--- src/edf_pkg.sv ---
// ----------------------------------------------------------------------------
// EDF task table package
// Entry layout, action codes and status codes shared by the task table files.
// ----------------------------------------------------------------------------
package edf_pkg;

    localparam int ID_W    = 32;
    localparam int OWNER_W = 3;
    localparam int DL_W    = 32;
    localparam int TOTAL_W = 16;

    typedef struct packed {
        logic [ID_W-1:0]    id;
        logic [OWNER_W-1:0] owner;
        logic [DL_W-1:0]    dl;
    } t_entry;

    localparam int ENTRY_W = $bits(t_entry);

    localparam logic ACT_RELEASE  = 1'b0;
    localparam logic ACT_COMPLETE = 1'b1;

    typedef logic [1:0] t_status;

    localparam t_status ST_OK        = 2'd0;
    localparam t_status ST_FULL      = 2'd1;
    localparam t_status ST_NOT_FOUND = 2'd2;

endpackage

--- src/edf_ram.sv ---
// ----------------------------------------------------------------------------
// EDF generic RAM
// One write port and one read port with registered read data.
// ----------------------------------------------------------------------------
module edf_ram #(
    parameter int WIDTH = 67,
    parameter int DEPTH = 16,
    localparam int AW = (DEPTH > 1) ? $clog2(DEPTH) : 1
) (
    input  logic             i_clk,
    input  logic             i_wr_en,
    input  logic [AW-1:0]    i_wr_addr,
    input  logic [WIDTH-1:0] i_wr_data,
    input  logic             i_rd_en,
    input  logic [AW-1:0]    i_rd_addr,
    output logic [WIDTH-1:0] o_rd_data
);

    logic [WIDTH-1:0] r_mem [DEPTH];
    logic [WIDTH-1:0] r_rd_data;

    always_ff @(posedge i_clk) begin
        if (i_wr_en) begin
            r_mem[i_wr_addr] <= i_wr_data;
        end
        if (i_rd_en) begin
            r_rd_data <= r_mem[i_rd_addr];
        end
    end

    assign o_rd_data = r_rd_data;

endmodule

--- src/edf_deadline_task_table_core.sv ---
// ----------------------------------------------------------------------------
// EDF deadline task table core
// Keeps active tasks sorted by deadline in one RAM and reports the head task
// and the on-time and late completion totals after every command.
// ----------------------------------------------------------------------------
//  Channel   Handshake           Payload
//  command   start, busy         i_action, i_task_id, i_task_owner,
//                                i_deadline, i_now
//  result    o_done (strobe)     o_status, o_was_late, o_head_valid,
//                                o_head_task_id, o_head_owner,
//                                o_head_deadline, o_live_tasks,
//                                o_on_time_total, o_late_total
//
// o_done rises after any table walk, the head read in S_HRD and the output
// register in S_HOUT; busy is high until then. The single RAM read port paces
// the walk: an insert walks the table from the tail, a completion walks it from
// the head, one entry per cycle, and a final read of entry 0 fetches the head.
// Reset is synchronous and empties the table; the RAM itself is not cleared.
// The result receiver cannot stall; busy stays high until o_done is issued.
// ----------------------------------------------------------------------------
module edf_deadline_task_table_core
    import edf_pkg::*;
#(
    parameter int MAX_TASKS = 16,
    localparam int AW = $clog2(MAX_TASKS),
    localparam int CW = $clog2(MAX_TASKS + 1)
) (
    input  logic               i_clk,
    input  logic               i_rst_n,
    input  logic               start,
    output logic               busy,
    input  logic               i_action,
    input  logic [ID_W-1:0]    i_task_id,
    input  logic [OWNER_W-1:0] i_task_owner,
    input  logic [DL_W-1:0]    i_deadline,
    input  logic [DL_W-1:0]    i_now,
    output logic               o_done,
    output logic [1:0]         o_status,
    output logic               o_was_late,
    output logic               o_head_valid,
    output logic [ID_W-1:0]    o_head_task_id,
    output logic [OWNER_W-1:0] o_head_owner,
    output logic [DL_W-1:0]    o_head_deadline,
    output logic [CW-1:0]      o_live_tasks,
    output logic [TOTAL_W-1:0] o_on_time_total,
    output logic [TOTAL_W-1:0] o_late_total
);

    localparam logic [2:0] S_IDLE = 3'd0;
    localparam logic [2:0] S_INS  = 3'd1;
    localparam logic [2:0] S_WNEW = 3'd2;
    localparam logic [2:0] S_SCAN = 3'd3;
    localparam logic [2:0] S_HRD  = 3'd4;
    localparam logic [2:0] S_HOUT = 3'd5;

    logic [2:0]         r_state, n_state;
    logic [CW-1:0]      r_count, n_count;
    logic [TOTAL_W-1:0] r_on_time, n_on_time;
    logic [TOTAL_W-1:0] r_late_total, n_late_total;
    logic               r_done, n_done;

    logic [CW-1:0]      r_k, n_k;
    logic [AW-1:0]      r_j, n_j;
    logic               r_found, n_found;
    logic               r_late, n_late;
    t_status            r_status, n_status;
    t_entry             r_new, n_new;
    logic [DL_W-1:0]    r_now, n_now;

    t_status            r_out_status;
    logic               r_out_late;
    logic               r_out_head_valid;
    t_entry             r_out_head;
    logic [CW-1:0]      r_out_count;

    logic               w_wr_en;
    logic [AW-1:0]      w_wr_addr;
    t_entry             w_wr_data;
    logic               w_rd_en;
    logic [AW-1:0]      w_rd_addr;
    t_entry             w_rd_data;
    logic [ENTRY_W-1:0] w_rd_bits;
    logic               w_accept;
    logic               w_match;
    logic               w_last;

    edf_ram #(
        .WIDTH (ENTRY_W),
        .DEPTH (MAX_TASKS)
    ) u_table (
        .i_clk     (i_clk),
        .i_wr_en   (w_wr_en),
        .i_wr_addr (w_wr_addr),
        .i_wr_data (w_wr_data),
        .i_rd_en   (w_rd_en),
        .i_rd_addr (w_rd_addr),
        .o_rd_data (w_rd_bits)
    );

    assign w_rd_data = t_entry'(w_rd_bits);
    assign w_accept  = start && (r_state == S_IDLE);
    assign w_match   = !r_found && (w_rd_data.id == r_new.id);
    assign w_last    = (CW'(r_j) == (r_count - CW'(1)));

    always_comb begin
        n_state      = r_state;
        n_count      = r_count;
        n_on_time    = r_on_time;
        n_late_total = r_late_total;
        n_done       = 1'b0;
        n_k          = r_k;
        n_j          = r_j;
        n_found      = r_found;
        n_late       = r_late;
        n_status     = r_status;
        n_new        = r_new;
        n_now        = r_now;
        w_wr_en      = 1'b0;
        w_wr_addr    = '0;
        w_wr_data    = r_new;
        w_rd_en      = 1'b0;
        w_rd_addr    = '0;

        unique case (r_state)
            S_IDLE: begin
                if (w_accept) begin
                    n_new.id    = i_task_id;
                    n_new.owner = i_task_owner;
                    n_new.dl    = i_deadline;
                    n_now       = i_now;
                    n_status    = ST_OK;
                    n_late      = 1'b0;
                    n_found     = 1'b0;
                    if (i_action == ACT_RELEASE) begin
                        if (r_count == CW'(MAX_TASKS)) begin
                            n_status = ST_FULL;
                            n_state  = S_HRD;
                        end else if (r_count == '0) begin
                            n_state = S_WNEW;
                        end else begin
                            w_rd_en   = 1'b1;
                            w_rd_addr = AW'(r_count - CW'(1));
                            n_k       = r_count;
                            n_state   = S_INS;
                        end
                    end else begin
                        if (r_count == '0) begin
                            n_status = ST_NOT_FOUND;
                            n_state  = S_HRD;
                        end else begin
                            w_rd_en   = 1'b1;
                            w_rd_addr = '0;
                            n_j       = '0;
                            n_state   = S_SCAN;
                        end
                    end
                end
            end
            S_INS: begin
                w_wr_en   = 1'b1;
                w_wr_addr = AW'(r_k);
                if (w_rd_data.dl > r_new.dl) begin
                    w_wr_data = w_rd_data;
                    if (r_k == CW'(1)) begin
                        n_state = S_WNEW;
                    end else begin
                        w_rd_en   = 1'b1;
                        w_rd_addr = AW'(r_k - CW'(2));
                        n_k       = r_k - CW'(1);
                    end
                end else begin
                    w_wr_data = r_new;
                    n_count   = r_count + CW'(1);
                    n_state   = S_HRD;
                end
            end
            S_WNEW: begin
                w_wr_en   = 1'b1;
                w_wr_addr = '0;
                w_wr_data = r_new;
                n_count   = r_count + CW'(1);
                n_state   = S_HRD;
            end
            S_SCAN: begin
                if (r_found) begin
                    w_wr_en   = 1'b1;
                    w_wr_addr = r_j - AW'(1);
                    w_wr_data = w_rd_data;
                end
                if (w_match) begin
                    n_found = 1'b1;
                    n_late  = (r_now > w_rd_data.dl);
                end
                if (w_last) begin
                    n_state = S_HRD;
                    if (r_found || w_match) begin
                        n_count = r_count - CW'(1);
                        if (n_late) begin
                            if (r_late_total != '1) begin
                                n_late_total = r_late_total + TOTAL_W'(1);
                            end
                        end else begin
                            if (r_on_time != '1) begin
                                n_on_time = r_on_time + TOTAL_W'(1);
                            end
                        end
                    end else begin
                        n_status = ST_NOT_FOUND;
                    end
                end else begin
                    w_rd_en   = 1'b1;
                    w_rd_addr = r_j + AW'(1);
                    n_j       = r_j + AW'(1);
                end
            end
            S_HRD: begin
                w_rd_en   = 1'b1;
                w_rd_addr = '0;
                n_state   = S_HOUT;
            end
            S_HOUT: begin
                n_done  = 1'b1;
                n_state = S_IDLE;
            end
            default: begin
                n_state = S_IDLE;
            end
        endcase
    end

    always_ff @(posedge i_clk) begin
        if (!i_rst_n) begin
            r_state      <= S_IDLE;
            r_count      <= '0;
            r_on_time    <= '0;
            r_late_total <= '0;
            r_done       <= 1'b0;
            r_found      <= 1'b0;
        end else begin
            r_state      <= n_state;
            r_count      <= n_count;
            r_on_time    <= n_on_time;
            r_late_total <= n_late_total;
            r_done       <= n_done;
            r_found      <= n_found;
        end
    end

    always_ff @(posedge i_clk) begin
        r_k      <= n_k;
        r_j      <= n_j;
        r_late   <= n_late;
        r_status <= n_status;
        r_new    <= n_new;
        r_now    <= n_now;
        if (r_state == S_HOUT) begin
            r_out_status     <= r_status;
            r_out_late       <= r_late && (r_status == ST_OK);
            r_out_head_valid <= (r_count != '0);
            r_out_head       <= (r_count != '0) ? w_rd_data : '0;
            r_out_count      <= r_count;
        end
    end

    assign busy            = (r_state != S_IDLE);
    assign o_done          = r_done;
    assign o_status        = r_out_status;
    assign o_was_late      = r_out_late;
    assign o_head_valid    = r_out_head_valid;
    assign o_head_task_id  = r_out_head.id;
    assign o_head_owner    = r_out_head.owner;
    assign o_head_deadline = r_out_head.dl;
    assign o_live_tasks    = r_out_count;
    assign o_on_time_total = r_on_time;
    assign o_late_total    = r_late_total;

`ifndef SYNTHESIS
    a_count_bound: assert property (@(posedge i_clk) disable iff (!i_rst_n)
        r_count <= CW'(MAX_TASKS))
        else $error("active task count exceeds the table depth");

    a_done_after_head: assert property (@(posedge i_clk) disable iff (!i_rst_n)
        $rose(o_done) |-> $past(r_state == S_HOUT))
        else $error("result strobe without a head fetch");

    a_no_write_idle: assert property (@(posedge i_clk) disable iff (!i_rst_n)
        (r_state == S_IDLE || r_state == S_HRD || r_state == S_HOUT) |-> !w_wr_en)
        else $error("table written outside an update walk");

    a_full_count: assert property (@(posedge i_clk) disable iff (!i_rst_n)
        (o_done && (o_status == ST_FULL)) |-> (o_live_tasks == CW'(MAX_TASKS)))
        else $error("full status reported on a table that is not full");

    a_empty_head: assert property (@(posedge i_clk) disable iff (!i_rst_n)
        (o_done && (o_live_tasks == '0)) |-> !o_head_valid)
        else $error("head reported on an empty table");
`endif

endmodule

--- config.mk ---
export PLATFORM = sky130hd
export DESIGN_NAME = edf_deadline_task_table_core
export DESIGN_NICKNAME = d
export VERILOG_FILES = /design/src/edf_pkg.sv /design/src/edf_ram.sv /design/src/edf_deadline_task_table_core.sv
export SDC_FILE = /design/constraint.sdc
export NUM_CORES = 1
export LEC_CHECK = 0
export BUFFER_PORTS_ARGS = -buffer_cell sky130_fd_sc_hd__buf_4
export CORE_UTILIZATION = 40
export CTS_CLUSTER_SIZE = 14
export DETAILED_ROUTE_END_ITERATION = 16
export PLACE_DENSITY = 0.66
export REMOVE_ABC_BUFFERS = 1
export SLEW_MARGIN = 20
export SYNTH_ARGS = -nofsm -noshare
export SYNTH_HDL_FRONTEND = slang
export SYNTH_SLANG_ARGS = --single-unit
--- constraint.sdc ---
create_clock -name i_clk -period 7 [get_ports i_clk]
set_clock_uncertainty 0.15 [all_clocks]
set_input_delay 1.05 -clock i_clk [delete_from_list [all_inputs] [get_ports i_clk]]
set_output_delay 1.05 -clock i_clk [all_outputs]
set_load 0.02 [all_outputs]
Yosys cells after proc, flatten, opt, wreduce, memory -nomap -nowiden
Memory sizes are Yosys's and may differ from the RTL's. A register that Yosys moved wholly into a read port is not among the register bits.
Index checks and enable logic that the tools add are counted.
{"block": "totals", "regBits": 229, "ram_bits": 1072, "in_bits": 103, "n_memories": 1, "elab_cells": 146, "output_inout_bits": 110}
{"name": "u_table.r_mem", "words": 16, "width": 67, "rd": 1, "rd_clocked_by_memory_dff": 1, "wr": 1, "line_no": "edf_ram.sv:19", "source": "logic [WIDTH-1:0] r_mem [DEPTH];"}
{"block": "classes", "reduce_logical": 24, "addsub": 8, "bitwise": 1, "eq_ne": 25, "mux": 64, "order_cmp": 2}
{"operator": "two-way mux 67 bit", "n": 2}
{"operator": "one-hot mux 67 bit (2 select lines)", "n": 1}
{"operator": "greater-than comparator 32 bit", "n": 2}
{"operator": "two-way mux 4 bit", "n": 12}
{"operator": "two-way mux 5 bit", "n": 9}
{"operator": "adder 16 x 1 -> 16 bit (second input constant)", "n": 2}
{"operator": "equality test 32 bit", "n": 1}
{"operator": "inequality test 16 bit (second input constant)", "n": 2}
{"operator": "inequality test 2 bit (second input constant)", "n": 13}
{"operator": "two-way mux 3 bit", "n": 7}
{"operator": "two-way mux 1 bit", "n": 16}
{"operator": "one-hot mux 4 bit (2 select lines)", "n": 2}
{"operator": "one-hot mux 3 bit (5 select lines)", "n": 1}
{"operator": "one-hot mux 5 bit (3 select lines)", "n": 1}
{"operator": "AND reduction 5 bit", "n": 3}
{"operator": "two-way mux 2 bit", "n": 6}
{"operator": "one-hot mux 4 bit (3 select lines)", "n": 1}
{"operator": "one-hot mux 5 bit (2 select lines)", "n": 1}
{"operator": "subtractor 5 x 1 -> 5 bit (second input constant)", "n": 2}
{"operator": "AND reduction 4 bit", "n": 2}
{"operator": "AND reduction 7 bit", "n": 1}
{"operator": "equality test 3 x 2 -> 1 bit (second input constant)", "n": 2}
{"operator": "equality test 3 bit (second input constant)", "n": 2}
{"operator": "one-hot mux 1 bit (2 select lines)", "n": 3}
{"operator": "24 further kinds", "n": 30}

Longest topological paths before layout
Gate-level depths: netlist of the first run.
{"block": "depth", "word_depth": 6, "depth_mapped": 16, "ltp_nobuf": 12}

Modules after synthesis
Synthesis of the first run repeated with hierarchy kept, for this count alone.
{"block": "hier_totals", "hier_cells": 2711, "hier_area_um2": 53776.6}
{"mod": "edf_ram", "area_per_inst_um2": 42075.4, "n_inst": 1, "cells_each": 1724, "seq_area_each_um2": 34202.8}
{"mod": "edf_deadline_task_table_core", "area_per_inst_um2": 11701.2, "n_inst": 1, "cells_each": 987, "seq_area_each_um2": 6456.2}

Worst setup path before layout of the first run
No wires, ideal clock.
{"block": "synth_timing", "kind": "in2reg", "start": "in i_action", "end": "reg u_table.r_rd_data[0] (netlist: u_table.o_rd_data[0]), read port of u_table.r_mem (enable)", "setup_ps": 510, "setup_slack_ps": 1612, "n_path_buf": 1, "cell_stages": 4, "required_time_ps": 6340, "arrival_time_ps": 4728, "path_cell_list": "clkbuf_1 -> a21o_1 -> a21oi_1 -> o211ai_1"}
{"block": "synth_between", "elab_chain_cells": 3, "elab_cells_between_ends": 6, "cone_classes": "mux (6)"}
{"element": "start: declaration", "line_no": "edf_deadline_task_table_core.sv:32", "source": "input logic i_action,"}
{"element": "two-way mux 1 bit", "line_no": "edf_deadline_task_table_core.sv:134", "source": "if (i_action == ACT_RELEASE) begin"}
{"element": "two-way mux 1 bit", "line_no": "edf_deadline_task_table_core.sv:126", "source": "if (w_accept) begin"}
{"element": "one-hot mux 1 bit (4 select lines)", "line_no": "edf_deadline_task_table_core.sv:124", "source": "unique case (r_state)"}
{"element": "net u_table.i_rd_en", "line_no": "edf_ram.sv:14", "source": "input logic i_rd_en,"}
{"element": "end: declaration", "line_no": "edf_ram.sv:20", "source": "logic [WIDTH-1:0] r_rd_data;"}
The timed path passes the listed nets, and every way through them passes these cells.
A chain may end at the register's enable or synchronous reset.

Final worst setup path of the first run
{"block": "layout_timing", "start": "reg u_table.r_rd_data[15] (netlist: u_table.o_rd_data[15]), read port of u_table.r_mem", "end": "reg u_table.r_rd_data[48] (netlist: u_table.o_rd_data[48]), read port of u_table.r_mem, data pin"}
{"block": "layout_between", "elab_chain_cells": 3, "elab_cells_between_ends": 5, "cone_classes": "order compare (1); mux (4)"}
{"element": "greater-than comparator 32 bit *", "line_no": "edf_deadline_task_table_core.sv:162", "source": "if (w_rd_data.dl > r_new.dl) begin"}
{"element": "two-way mux 1 bit or two-way mux 4 bit (tied branches)", "line_no": "edf_deadline_task_table_core.sv:162"}
{"element": "one-hot mux 1 bit (4 select lines) or one-hot mux 4 bit (3 select lines) (tied branches)", "line_no": "edf_deadline_task_table_core.sv:124"}
Mark *: on every way between the ends. The rest lies on a longest branch, timed or not.

==> impl_metrics.xml, run 1 <==
<?xml version="1.0" encoding="UTF-8"?>
<metrics>
  <group name="outcome">
    <metric name="run_status" unit="">complete, no violations</metric>
  </group>
  <group name="hold_path">
    <metric name="timing.hold.worst.class" unit="">primary input to register</metric>
    <metric name="worstHoldPathCells" unit="">1</metric>
  </group>
  <group name="route">
    <metric name="wirelength_met1" unit="um">59600</metric>
    <metric name="met3_layer_wire_length_in_the_routed_design" unit="um">11800</metric>
    <metric name="initialDrtViolationCount" unit="">3586</metric>
    <metric name="dr_total_vias" unit="">32000</metric>
    <metric name="drc" unit="">0</metric>
    <metric name="routedWlPerCell" unit="um">24.1</metric>
    <metric name="detail_route.first_pass.iterations" unit="">6</metric>
    <metric name="viasPerCell" unit="">5.52</metric>
    <metric name="wirelength" unit="um">140000</metric>
    <metric name="post_drt_antenna_nets" unit="">0</metric>
    <metric name="highest-signal-layer" unit="">met4</metric>
    <metric name="dr_wl_met2" unit="um">65400</metric>
  </group>
  <group name="pwr">
    <metric name="p_total" unit="mW">25.4</metric>
    <metric name="pwr_density_cell" unit="nW/um^2">401</metric>
    <metric name="irDropWorstVdd" unit="mV">0.389</metric>
    <metric name="static-leakage-power" unit="nW">20.9</metric>
  </group>
  <group name="worst_setup_path">
    <metric name="timing.critical_path.slowest_cell_delay" unit="ns">0.98</metric>
    <metric name="worst_reg_to_reg_cells" unit="">13</metric>
    <metric name="critPathMaxFanout" unit="">62</metric>
    <metric name="critPathSlowestCell" unit="">nor4_1</metric>
    <metric name="reg2reg_setup_slack" unit="ns">1.82</metric>
    <metric name="required" unit="ns">7.38</metric>
    <metric name="critical_path.endpoint_type" unit="">register</metric>
    <metric name="endpoint_arrival_time_on_the_critical_path" unit="ns">5.56</metric>
    <metric name="critPathKind" unit="">register to register</metric>
    <metric name="type_of_origin_of_the_critical_path" unit="">register</metric>
    <metric name="path_cells" unit="">ha_1 &gt; nand4_1 &gt; nor4_1 &gt; o21ai_0 &gt; a31oi_2 &gt; o21bai_2 &gt; o21ai_4 &gt; buf_12 &gt; buf_4 &gt; mux2i_1 &gt; o22ai_1 &gt; a211oi_1 &gt; nand2_1</metric>
  </group>
  <group name="global_routing">
    <metric name="overflow" unit="">0</metric>
    <metric name="grt_max_degree" unit="">153</metric>
    <metric name="grt_pass1_wl" unit="um">203000</metric>
    <metric name="grt_antenna_before_repair" unit="">1</metric>
    <metric name="first_global_vias" unit="">30500</metric>
    <metric name="groute.usage.overall" unit="%">20.1</metric>
  </group>
  <group name="yosys">
    <metric name="ys_types" unit="">60</metric>
    <metric name="synth-seq-cells" unit="">1368</metric>
    <metric name="synth_edf_count" unit="">1326</metric>
    <metric name="netlist_instances" unit="">3647</metric>
    <metric name="yosys-top-cells-area" unit="">edfxtp_1 (73%), mux2i_1 (4.5%), nand2_1 (4.2%)</metric>
    <metric name="yosysSeqAreaShare" unit="%">74.5</metric>
    <metric name="share_of_flip_flops_with_an_asynchronous_set_or_reset" unit="%">0</metric>
    <metric name="yosys-top-cells-count" unit="">edfxtp_1 (1326), nand2_1 (606), mux2i_1 (247), a21oi_1 (181), nand3_1 (152)</metric>
    <metric name="yosysMostFrequentCell" unit="">edfxtp_1</metric>
    <metric name="syn_avg_cell_area" unit="um^2">15.0</metric>
    <metric name="area_share_of_the_leading_cell_type_in_the_synthesized_netlist" unit="%">73.0</metric>
    <metric name="synth_area_leader_cell" unit="">edfxtp_1</metric>
    <metric name="ys_warn_count" unit="">0</metric>
    <metric name="post_synth_instance_area" unit="um^2">54600</metric>
    <metric name="synth_ff_type" unit="">edfxtp_1</metric>
  </group>
  <group name="flow_run">
    <metric name="maxCapViolCount" unit="">0</metric>
  </group>
  <group name="cts">
    <metric name="number_of_cts_inserted_buffers" unit="">143</metric>
    <metric name="max-clock-path-buffers" unit="">3</metric>
    <metric name="cts_resized" unit="">0</metric>
    <metric name="numClockSinks" unit="">1368</metric>
    <metric name="source_to_sink_clock_delay_at_the_later_pin_of_the_worst_skew_pair" unit="ns">0.78</metric>
    <metric name="ctsRootBufferMaster" unit="">clkbuf_16</metric>
    <metric name="tritoncts" unit="">done</metric>
    <metric name="cts.htree.levels" unit="">4</metric>
    <metric name="cts.repair_timing.setup_buffer_count" unit="">0</metric>
    <metric name="cts_hold_buffers" unit="">0</metric>
    <metric name="cts_clock_pin_slew_for_the_worst_setup_and_hold_paths" unit="ns">0.06</metric>
  </group>
  <group name="floorplanning">
    <metric name="dieArea" unit="um^2">138000</metric>
    <metric name="core-area" unit="um^2">135000</metric>
    <metric name="chipHeight" unit="um">371</metric>
    <metric name="std_cell_rows" unit="">135</metric>
    <metric name="io_pins" unit="">213</metric>
    <metric name="die-width" unit="um">371</metric>
    <metric name="initial_standard_cell_utilization_of_the_core" unit="%">40.3</metric>
  </group>
  <group name="place">
    <metric name="place.port_buffers" unit="">212</metric>
    <metric name="place.detailed.hpwl" unit="um">75500</metric>
    <metric name="place_congestion" unit="">0.822</metric>
    <metric name="place_inst" unit="">5541</metric>
    <metric name="post_dp_area" unit="um^2">58500</metric>
  </group>
  <group name="layout">
    <metric name="antenna_cells_inserted" unit="">0</metric>
    <metric name="fill_cells" unit="">11500</metric>
    <metric name="final_nets" unit="">4083</metric>
    <metric name="seqCellArea" unit="um^2">40700</metric>
    <metric name="fin_area" unit="um^2">63300</metric>
    <metric name="post_layout_nonfiller_instances" unit="">5803</metric>
    <metric name="multi_input_comb_area" unit="um^2">12800</metric>
    <metric name="layout-area-overhead-vs-synth" unit="%">16.1</metric>
    <metric name="layout-drive-gt1-share" unit="%">15.0</metric>
  </group>
  <group name="sta">
    <metric name="relative_slew_slack" unit="%">25.3</metric>
    <metric name="worstMarginPinSlew" unit="ns">1.11</metric>
    <metric name="hold_slack" unit="ns">0.296</metric>
    <metric name="maxSlewViolCount" unit="">0</metric>
    <metric name="final_period_util" unit="%">74.0</metric>
    <metric name="rsz0062_at_grt" unit="">no</metric>
    <metric name="period_needed" unit="ns">5.18</metric>
    <metric name="timing_hold_violations_final" unit="">0</metric>
    <metric name="setup-violations-final" unit="">0</metric>
    <metric name="timing.fmax" unit="GHz">0.193</metric>
  </group>
</metrics>
worst max-delay path: cells and delay by family, from the launching register on:
| family | cells | cell delay, ns |
|---|---|---|
| AO/OA/AOI/OAI | 6 | 1.62 |
| AND/OR/NAND/NOR | 3 | 1.25 |
| buffers and inverters | 2 | 0.81 |
| flip-flops | 1 | 0.41 |
| adder cells (fa/ha/maj) | 1 | 0.33 |
| multiplexers | 1 | 0.24 |
report_power, final:
part	total [mW]	internal, mW	switching, mW
Sequential	11.5	10.9	0.513
Clock	7.70	4.54	3.16
Combinational	6.24	1.92	4.32
final timing paths:
path / startpoint / to
worst min register to register: r_status[0] / o_status[0]
worst max register to register: u_table.o_rd_data[15] / u_table.o_rd_data[48]
worst max-delay path: u_table.o_rd_data[15] / u_table.o_rd_data[48]
worst min-delay path: i_task_id[31] / r_new[66]
through the flow:
| step | setup slack [ns] | setup TNS (ns) | util [%] |
|---|---|---|---|
| 2_1_floorplan | -18.73 | -1164.29 | - |
| 3_3_place_gp | 2.00 | 0 | 43.2 |
| 3_5_place_dp | 1.88 | 0 | 43.2 |
| 4_1_cts | 1.86 | 0 | 46.7 |
| 5_1_grt | 1.55 | 0 | 46.8 |
| 6_report | 1.82 | 0 | 46.8 |
logic make-up (layout without fill, tap and decap cells):
family | Yosys count | count (layout) | share of synthesized area (%)
flops | 1368 | 1368 | 74.5
simple gates | 1002 | 1002 | 7.91
compound gates | 557 | 557 | 6.52
mux | 301 | 301 | 6.02
buf+inv | 282 | 657 | 2.29
fa+ha+maj | 74 | 74 | 1.70
xor+xnor | 63 | 63 | 1.04
cell type report:
type                       instances  share of cell area, %
sequential                      1368                   64.2
multi-input combinational       1997                   20.3
clock buffer                     182                   6.08
timing repair buffer             307                   3.95
tap                             1781                   3.52
clock inverter                    79                   1.43
inverter                          89                  0.535
cell usage in the layout, fill, tap and decap left out, types with 70 or more instances in the layout:
cell type,n
edfxtp_1,1326
nand2_1,602
buf_4,292
mux2i_1,247
a21oi_1,181
nand3_1,152
clkbuf_16,149
o22ai_1,120
inv_1,87
nor2_1,83
ha_1,74
a32oi_1,70
state kept, by name, summed over array words and instances (netlist names):
name and count:
r_k 5, o_head_deadline 32, r_found 1, r_now 32
o_live_tasks 5, r_late 1, o_on_time_total 16, o_head_owner 3
o_was_late 1, o_head_task_id 32, o_status 2, r_new 67
r_count 5, r_j 4, o_head_valid 1, o_late_total 16
r_status 2, u_table.o_rd_data 67, u_table.r_mem 1072, o_done 1
r_state 3
metal layers:
layer,vias to the layer above,global-route usage (%)
li1,14300,-
met1,16100,28.3
met2,1384,31.5
met3,202,4.03
met4,0,5.97
met5,-,0
Note: power is estimated with default switching activity, not from simulation.
==> run 2: changes to the inputs <==
--- a/config.mk
+++ b/config.mk
@@ -9,7 +9,7 @@
 export CORE_UTILIZATION = 40
 export CTS_CLUSTER_SIZE = 14
 export DETAILED_ROUTE_END_ITERATION = 16
-export PLACE_DENSITY = 0.66
+export PLACE_DENSITY = 0.68
 export REMOVE_ABC_BUFFERS = 1
 export SLEW_MARGIN = 20
 export SYNTH_ARGS = -nofsm -noshare
==> constraint.sdc (replaced) <==
create_clock -name i_clk -period 4.6 [get_ports i_clk]
set_clock_uncertainty 0.15 [all_clocks]
set_input_delay 0.69 -clock i_clk [delete_from_list [all_inputs] [get_ports i_clk]]
set_output_delay 0.69 -clock i_clk [all_outputs]
set_load 0.02 [all_outputs]
==> impl_metrics.xml, run 2 (synthesis results as in run 1) <==
<?xml version="1.0" encoding="UTF-8"?>
<metrics>
  <group name="outcome">
    <metric name="run_status" unit="">complete, no violations</metric>
  </group>
  <group name="pwr">
    <metric name="power.net_switching" unit="mW">12.3</metric>
    <metric name="p_total" unit="mW">38.9</metric>
    <metric name="share_seq_of_total_power" unit="%">44.8</metric>
    <metric name="irDropWorstVdd" unit="mV">0.544</metric>
    <metric name="static-leakage-power" unit="nW">21.7</metric>
    <metric name="power.share.combinational" unit="%">25.9</metric>
    <metric name="p_sw_share" unit="%">31.6</metric>
    <metric name="power_report.internal_total" unit="mW">26.7</metric>
    <metric name="pwr_density_cell" unit="nW/um^2">597</metric>
    <metric name="clock_power_share" unit="%">29.4</metric>
  </group>
  <group name="cts">
    <metric name="cts.htree.levels" unit="">4</metric>
    <metric name="ctsRootBufferMaster" unit="">clkbuf_16</metric>
    <metric name="numClockSinks" unit="">1368</metric>
    <metric name="cts_clock_pin_slew_for_the_worst_setup_and_hold_paths" unit="ns">0.06</metric>
    <metric name="source_to_sink_clock_delay_at_the_later_pin_of_the_worst_skew_pair" unit="ns">0.78</metric>
    <metric name="number_of_cts_inserted_buffers" unit="">141</metric>
    <metric name="max-clock-path-buffers" unit="">3</metric>
    <metric name="tritoncts" unit="">done</metric>
    <metric name="cts.repair_timing.setup_buffer_count" unit="">0</metric>
  </group>
  <group name="layout">
    <metric name="layout.cells.most_common" unit="">edfxtp_1</metric>
    <metric name="final_cell_mix" unit="">edfxtp_1 (1326), nand2_1 (602), buf_4 (312), mux2i_1 (247), a21oi_1 (181)</metric>
    <metric name="layout-drive-gt1-share" unit="%">16.1</metric>
    <metric name="final_nets" unit="">4244</metric>
    <metric name="layout-area-overhead-vs-synth" unit="%">19.6</metric>
    <metric name="layout.core_utilization" unit="%">48.2</metric>
    <metric name="largest_register_ffs" unit="">1072</metric>
    <metric name="post_layout_nonfiller_instances" unit="">5961</metric>
    <metric name="largest-register" unit="">u_table.r_mem</metric>
  </group>
  <group name="route">
    <metric name="viasPerCell" unit="">5.47</metric>
    <metric name="dr_wl_met2" unit="um">66300</metric>
    <metric name="dr_total_vias" unit="">32600</metric>
    <metric name="drc" unit="">0</metric>
    <metric name="wirelength_met1" unit="um">58900</metric>
    <metric name="post_drt_antenna_nets" unit="">0</metric>
    <metric name="detail_route.first_pass.iterations" unit="">5</metric>
    <metric name="met3_layer_wire_length_in_the_routed_design" unit="um">11400</metric>
    <metric name="routedWlPerCell" unit="um">23.5</metric>
    <metric name="highest-signal-layer" unit="">met5</metric>
    <metric name="wirelength" unit="um">140000</metric>
    <metric name="initialDrtViolationCount" unit="">3357</metric>
  </group>
  <group name="worst_setup_path">
    <metric name="path_cells" unit="">ha_1 &gt; nand4_1 &gt; or4_1 &gt; a31oi_2 &gt; o21bai_2 &gt; o21ai_4 &gt; buf_12 &gt; buf_12 &gt; buf_12 &gt; mux2i_1 &gt; o22ai_1 &gt; a211oi_1 &gt; nand2_1</metric>
    <metric name="type_of_origin_of_the_critical_path" unit="">register</metric>
    <metric name="reg2reg_setup_slack" unit="ns">0.20</metric>
    <metric name="timing.critical_path.max_delay_family" unit="">simple AND/OR/NAND/NOR gates</metric>
    <metric name="timing.rr.end" unit="">u_table.o_rd_data[55]</metric>
    <metric name="path_common_cell" unit="">buf_12</metric>
    <metric name="critical_path.endpoint_type" unit="">register</metric>
    <metric name="critPathSlowestCell" unit="">or4_1</metric>
    <metric name="critPathKind" unit="">register to register</metric>
    <metric name="critical_path.reg2reg.startpoint" unit="">u_table.o_rd_data[31]</metric>
    <metric name="worst_reg_to_reg_cells" unit="">13</metric>
    <metric name="cp.buffers_inverters" unit="">3</metric>
    <metric name="endpoint_arrival_time_on_the_critical_path" unit="ns">4.77</metric>
    <metric name="critPathMaxFanout" unit="">22</metric>
    <metric name="timing.critical_path.slowest_cell_delay" unit="ns">0.72</metric>
    <metric name="required" unit="ns">4.97</metric>
  </group>
  <group name="sta">
    <metric name="relative_slew_slack" unit="%">34.9</metric>
    <metric name="period_needed" unit="ns">4.40</metric>
    <metric name="rsz0062_at_grt" unit="">no</metric>
    <metric name="final_period_util" unit="%">95.7</metric>
    <metric name="setup-violations-final" unit="">0</metric>
    <metric name="timing.fmax" unit="GHz">0.227</metric>
    <metric name="hold_slack" unit="ns">0.0726</metric>
    <metric name="worstMarginPinSlew" unit="ns">0.974</metric>
    <metric name="maxSlewViolCount" unit="">0</metric>
    <metric name="timing_hold_violations_final" unit="">0</metric>
    <metric name="postLayoutSetupSlackWorst" unit="ns">0.197</metric>
  </group>
  <group name="global_routing">
    <metric name="first_global_vias" unit="">31400</metric>
    <metric name="groute.usage.overall" unit="%">20.2</metric>
    <metric name="grt_pass1_wl" unit="um">204000</metric>
    <metric name="overflow" unit="">0</metric>
    <metric name="grt_antenna_before_repair" unit="">3</metric>
    <metric name="grt_max_degree" unit="">80</metric>
  </group>
  <group name="floorplanning">
    <metric name="io_pins" unit="">213</metric>
    <metric name="dieArea" unit="um^2">138000</metric>
    <metric name="core-area" unit="um^2">135000</metric>
    <metric name="chipHeight" unit="um">371</metric>
    <metric name="initial_standard_cell_utilization_of_the_core" unit="%">40.3</metric>
    <metric name="std_cell_rows" unit="">135</metric>
    <metric name="die-width" unit="um">371</metric>
  </group>
  <group name="place">
    <metric name="preCtsSetupSlack" unit="ns">0.0689</metric>
    <metric name="place_congestion" unit="">0.810</metric>
    <metric name="place.port_buffers" unit="">212</metric>
    <metric name="place_inst" unit="">5607</metric>
    <metric name="place.detailed.hpwl" unit="um">80900</metric>
  </group>
  <group name="hold_path">
    <metric name="worstHoldPathCells" unit="">1</metric>
    <metric name="whs_endpoint" unit="">r_new[15]</metric>
    <metric name="min_from" unit="">i_deadline[15]</metric>
    <metric name="timing.hold.worst.class" unit="">primary input to register</metric>
  </group>
  <group name="flow_run">
    <metric name="maxCapViolCount" unit="">0</metric>
  </group>
</metrics>
-- run 2: power groups by stage --
stage	Sequential (mW)	Combinational (mW)	Clock [mW]
after floorplan	17.5	6.56	0
after global placement	17.7	9.78	0
after detailed placement	17.7	9.97	0
after CTS	17.4	10.1	11.6
after global routing	17.5	10.9	12.0
final	17.4	10.1	11.4
-- run 2: what timing repair did --
action                                 in CTS  in global routing
setup endpoints to repair                   0                  4
resized for setup                           0                  3
hold buffers                               98                  0
endpoints found under the hold margin      98                  0
-- run 2: worst reg2reg max path: cells and delay by family (launching register included) --
| kind | cells | cell delay [ns] |
|---|---|---|
| DFF | 1 | 0.50 |
| and+or+nand+nor | 3 | 1.10 |
| AOI/OAI and AO/OA | 5 | 1.06 |
| adders and majority gates | 1 | 0.42 |
| buffers and inverters | 3 | 0.69 |
| muxes | 1 | 0.25 |
-- run 2: cell type report --
type | count | area [um^2]
multi-input combinational | 1997 | 12900
fill | 11300 | 70200
tap | 1781 | 2230
sequential | 1368 | 40700
clock buffer | 170 | 3720
timing repair buffer | 470 | 4520
antenna | 2 | 5.00
inverter | 89 | 339
clock inverter | 84 | 908
-- run 2: layer usage --
metal  vias to the layer above  GRT usage, %
met5                         -             0
met4                         2          6.53
met3                       215          4.06
met2                      1417          32.1
met1                     16300          27.6
li1                      14700             -
-- run 2: worst max-delay path by stage --
stage                     startpoint                     to  slack (ns)  cells past startpoint
6_report       u_table.o_rd_data[31]  u_table.o_rd_data[55]        0.20                     13
5_1_grt        u_table.o_rd_data[31]  u_table.o_rd_data[55]       0.001                     13
4_1_cts         u_table.o_rd_data[8]  u_table.o_rd_data[51]        0.04                     14
3_5_place_dp   u_table.o_rd_data[15]  u_table.o_rd_data[51]        0.07                     14
3_3_place_gp    u_table.o_rd_data[9]  u_table.o_rd_data[51]        0.17                     13
2_1_floorplan  u_table.o_rd_data[30]  u_table.o_rd_data[15]      -21.13                      9
-- run 2: stage by stage --
stage,area [um^2],TNS (ns)
floorplan,53600,-1785.70
global placement,59600,0
detailed placement,59600,0
CTS,65200,0
global route,65200,0
finish,65200,0
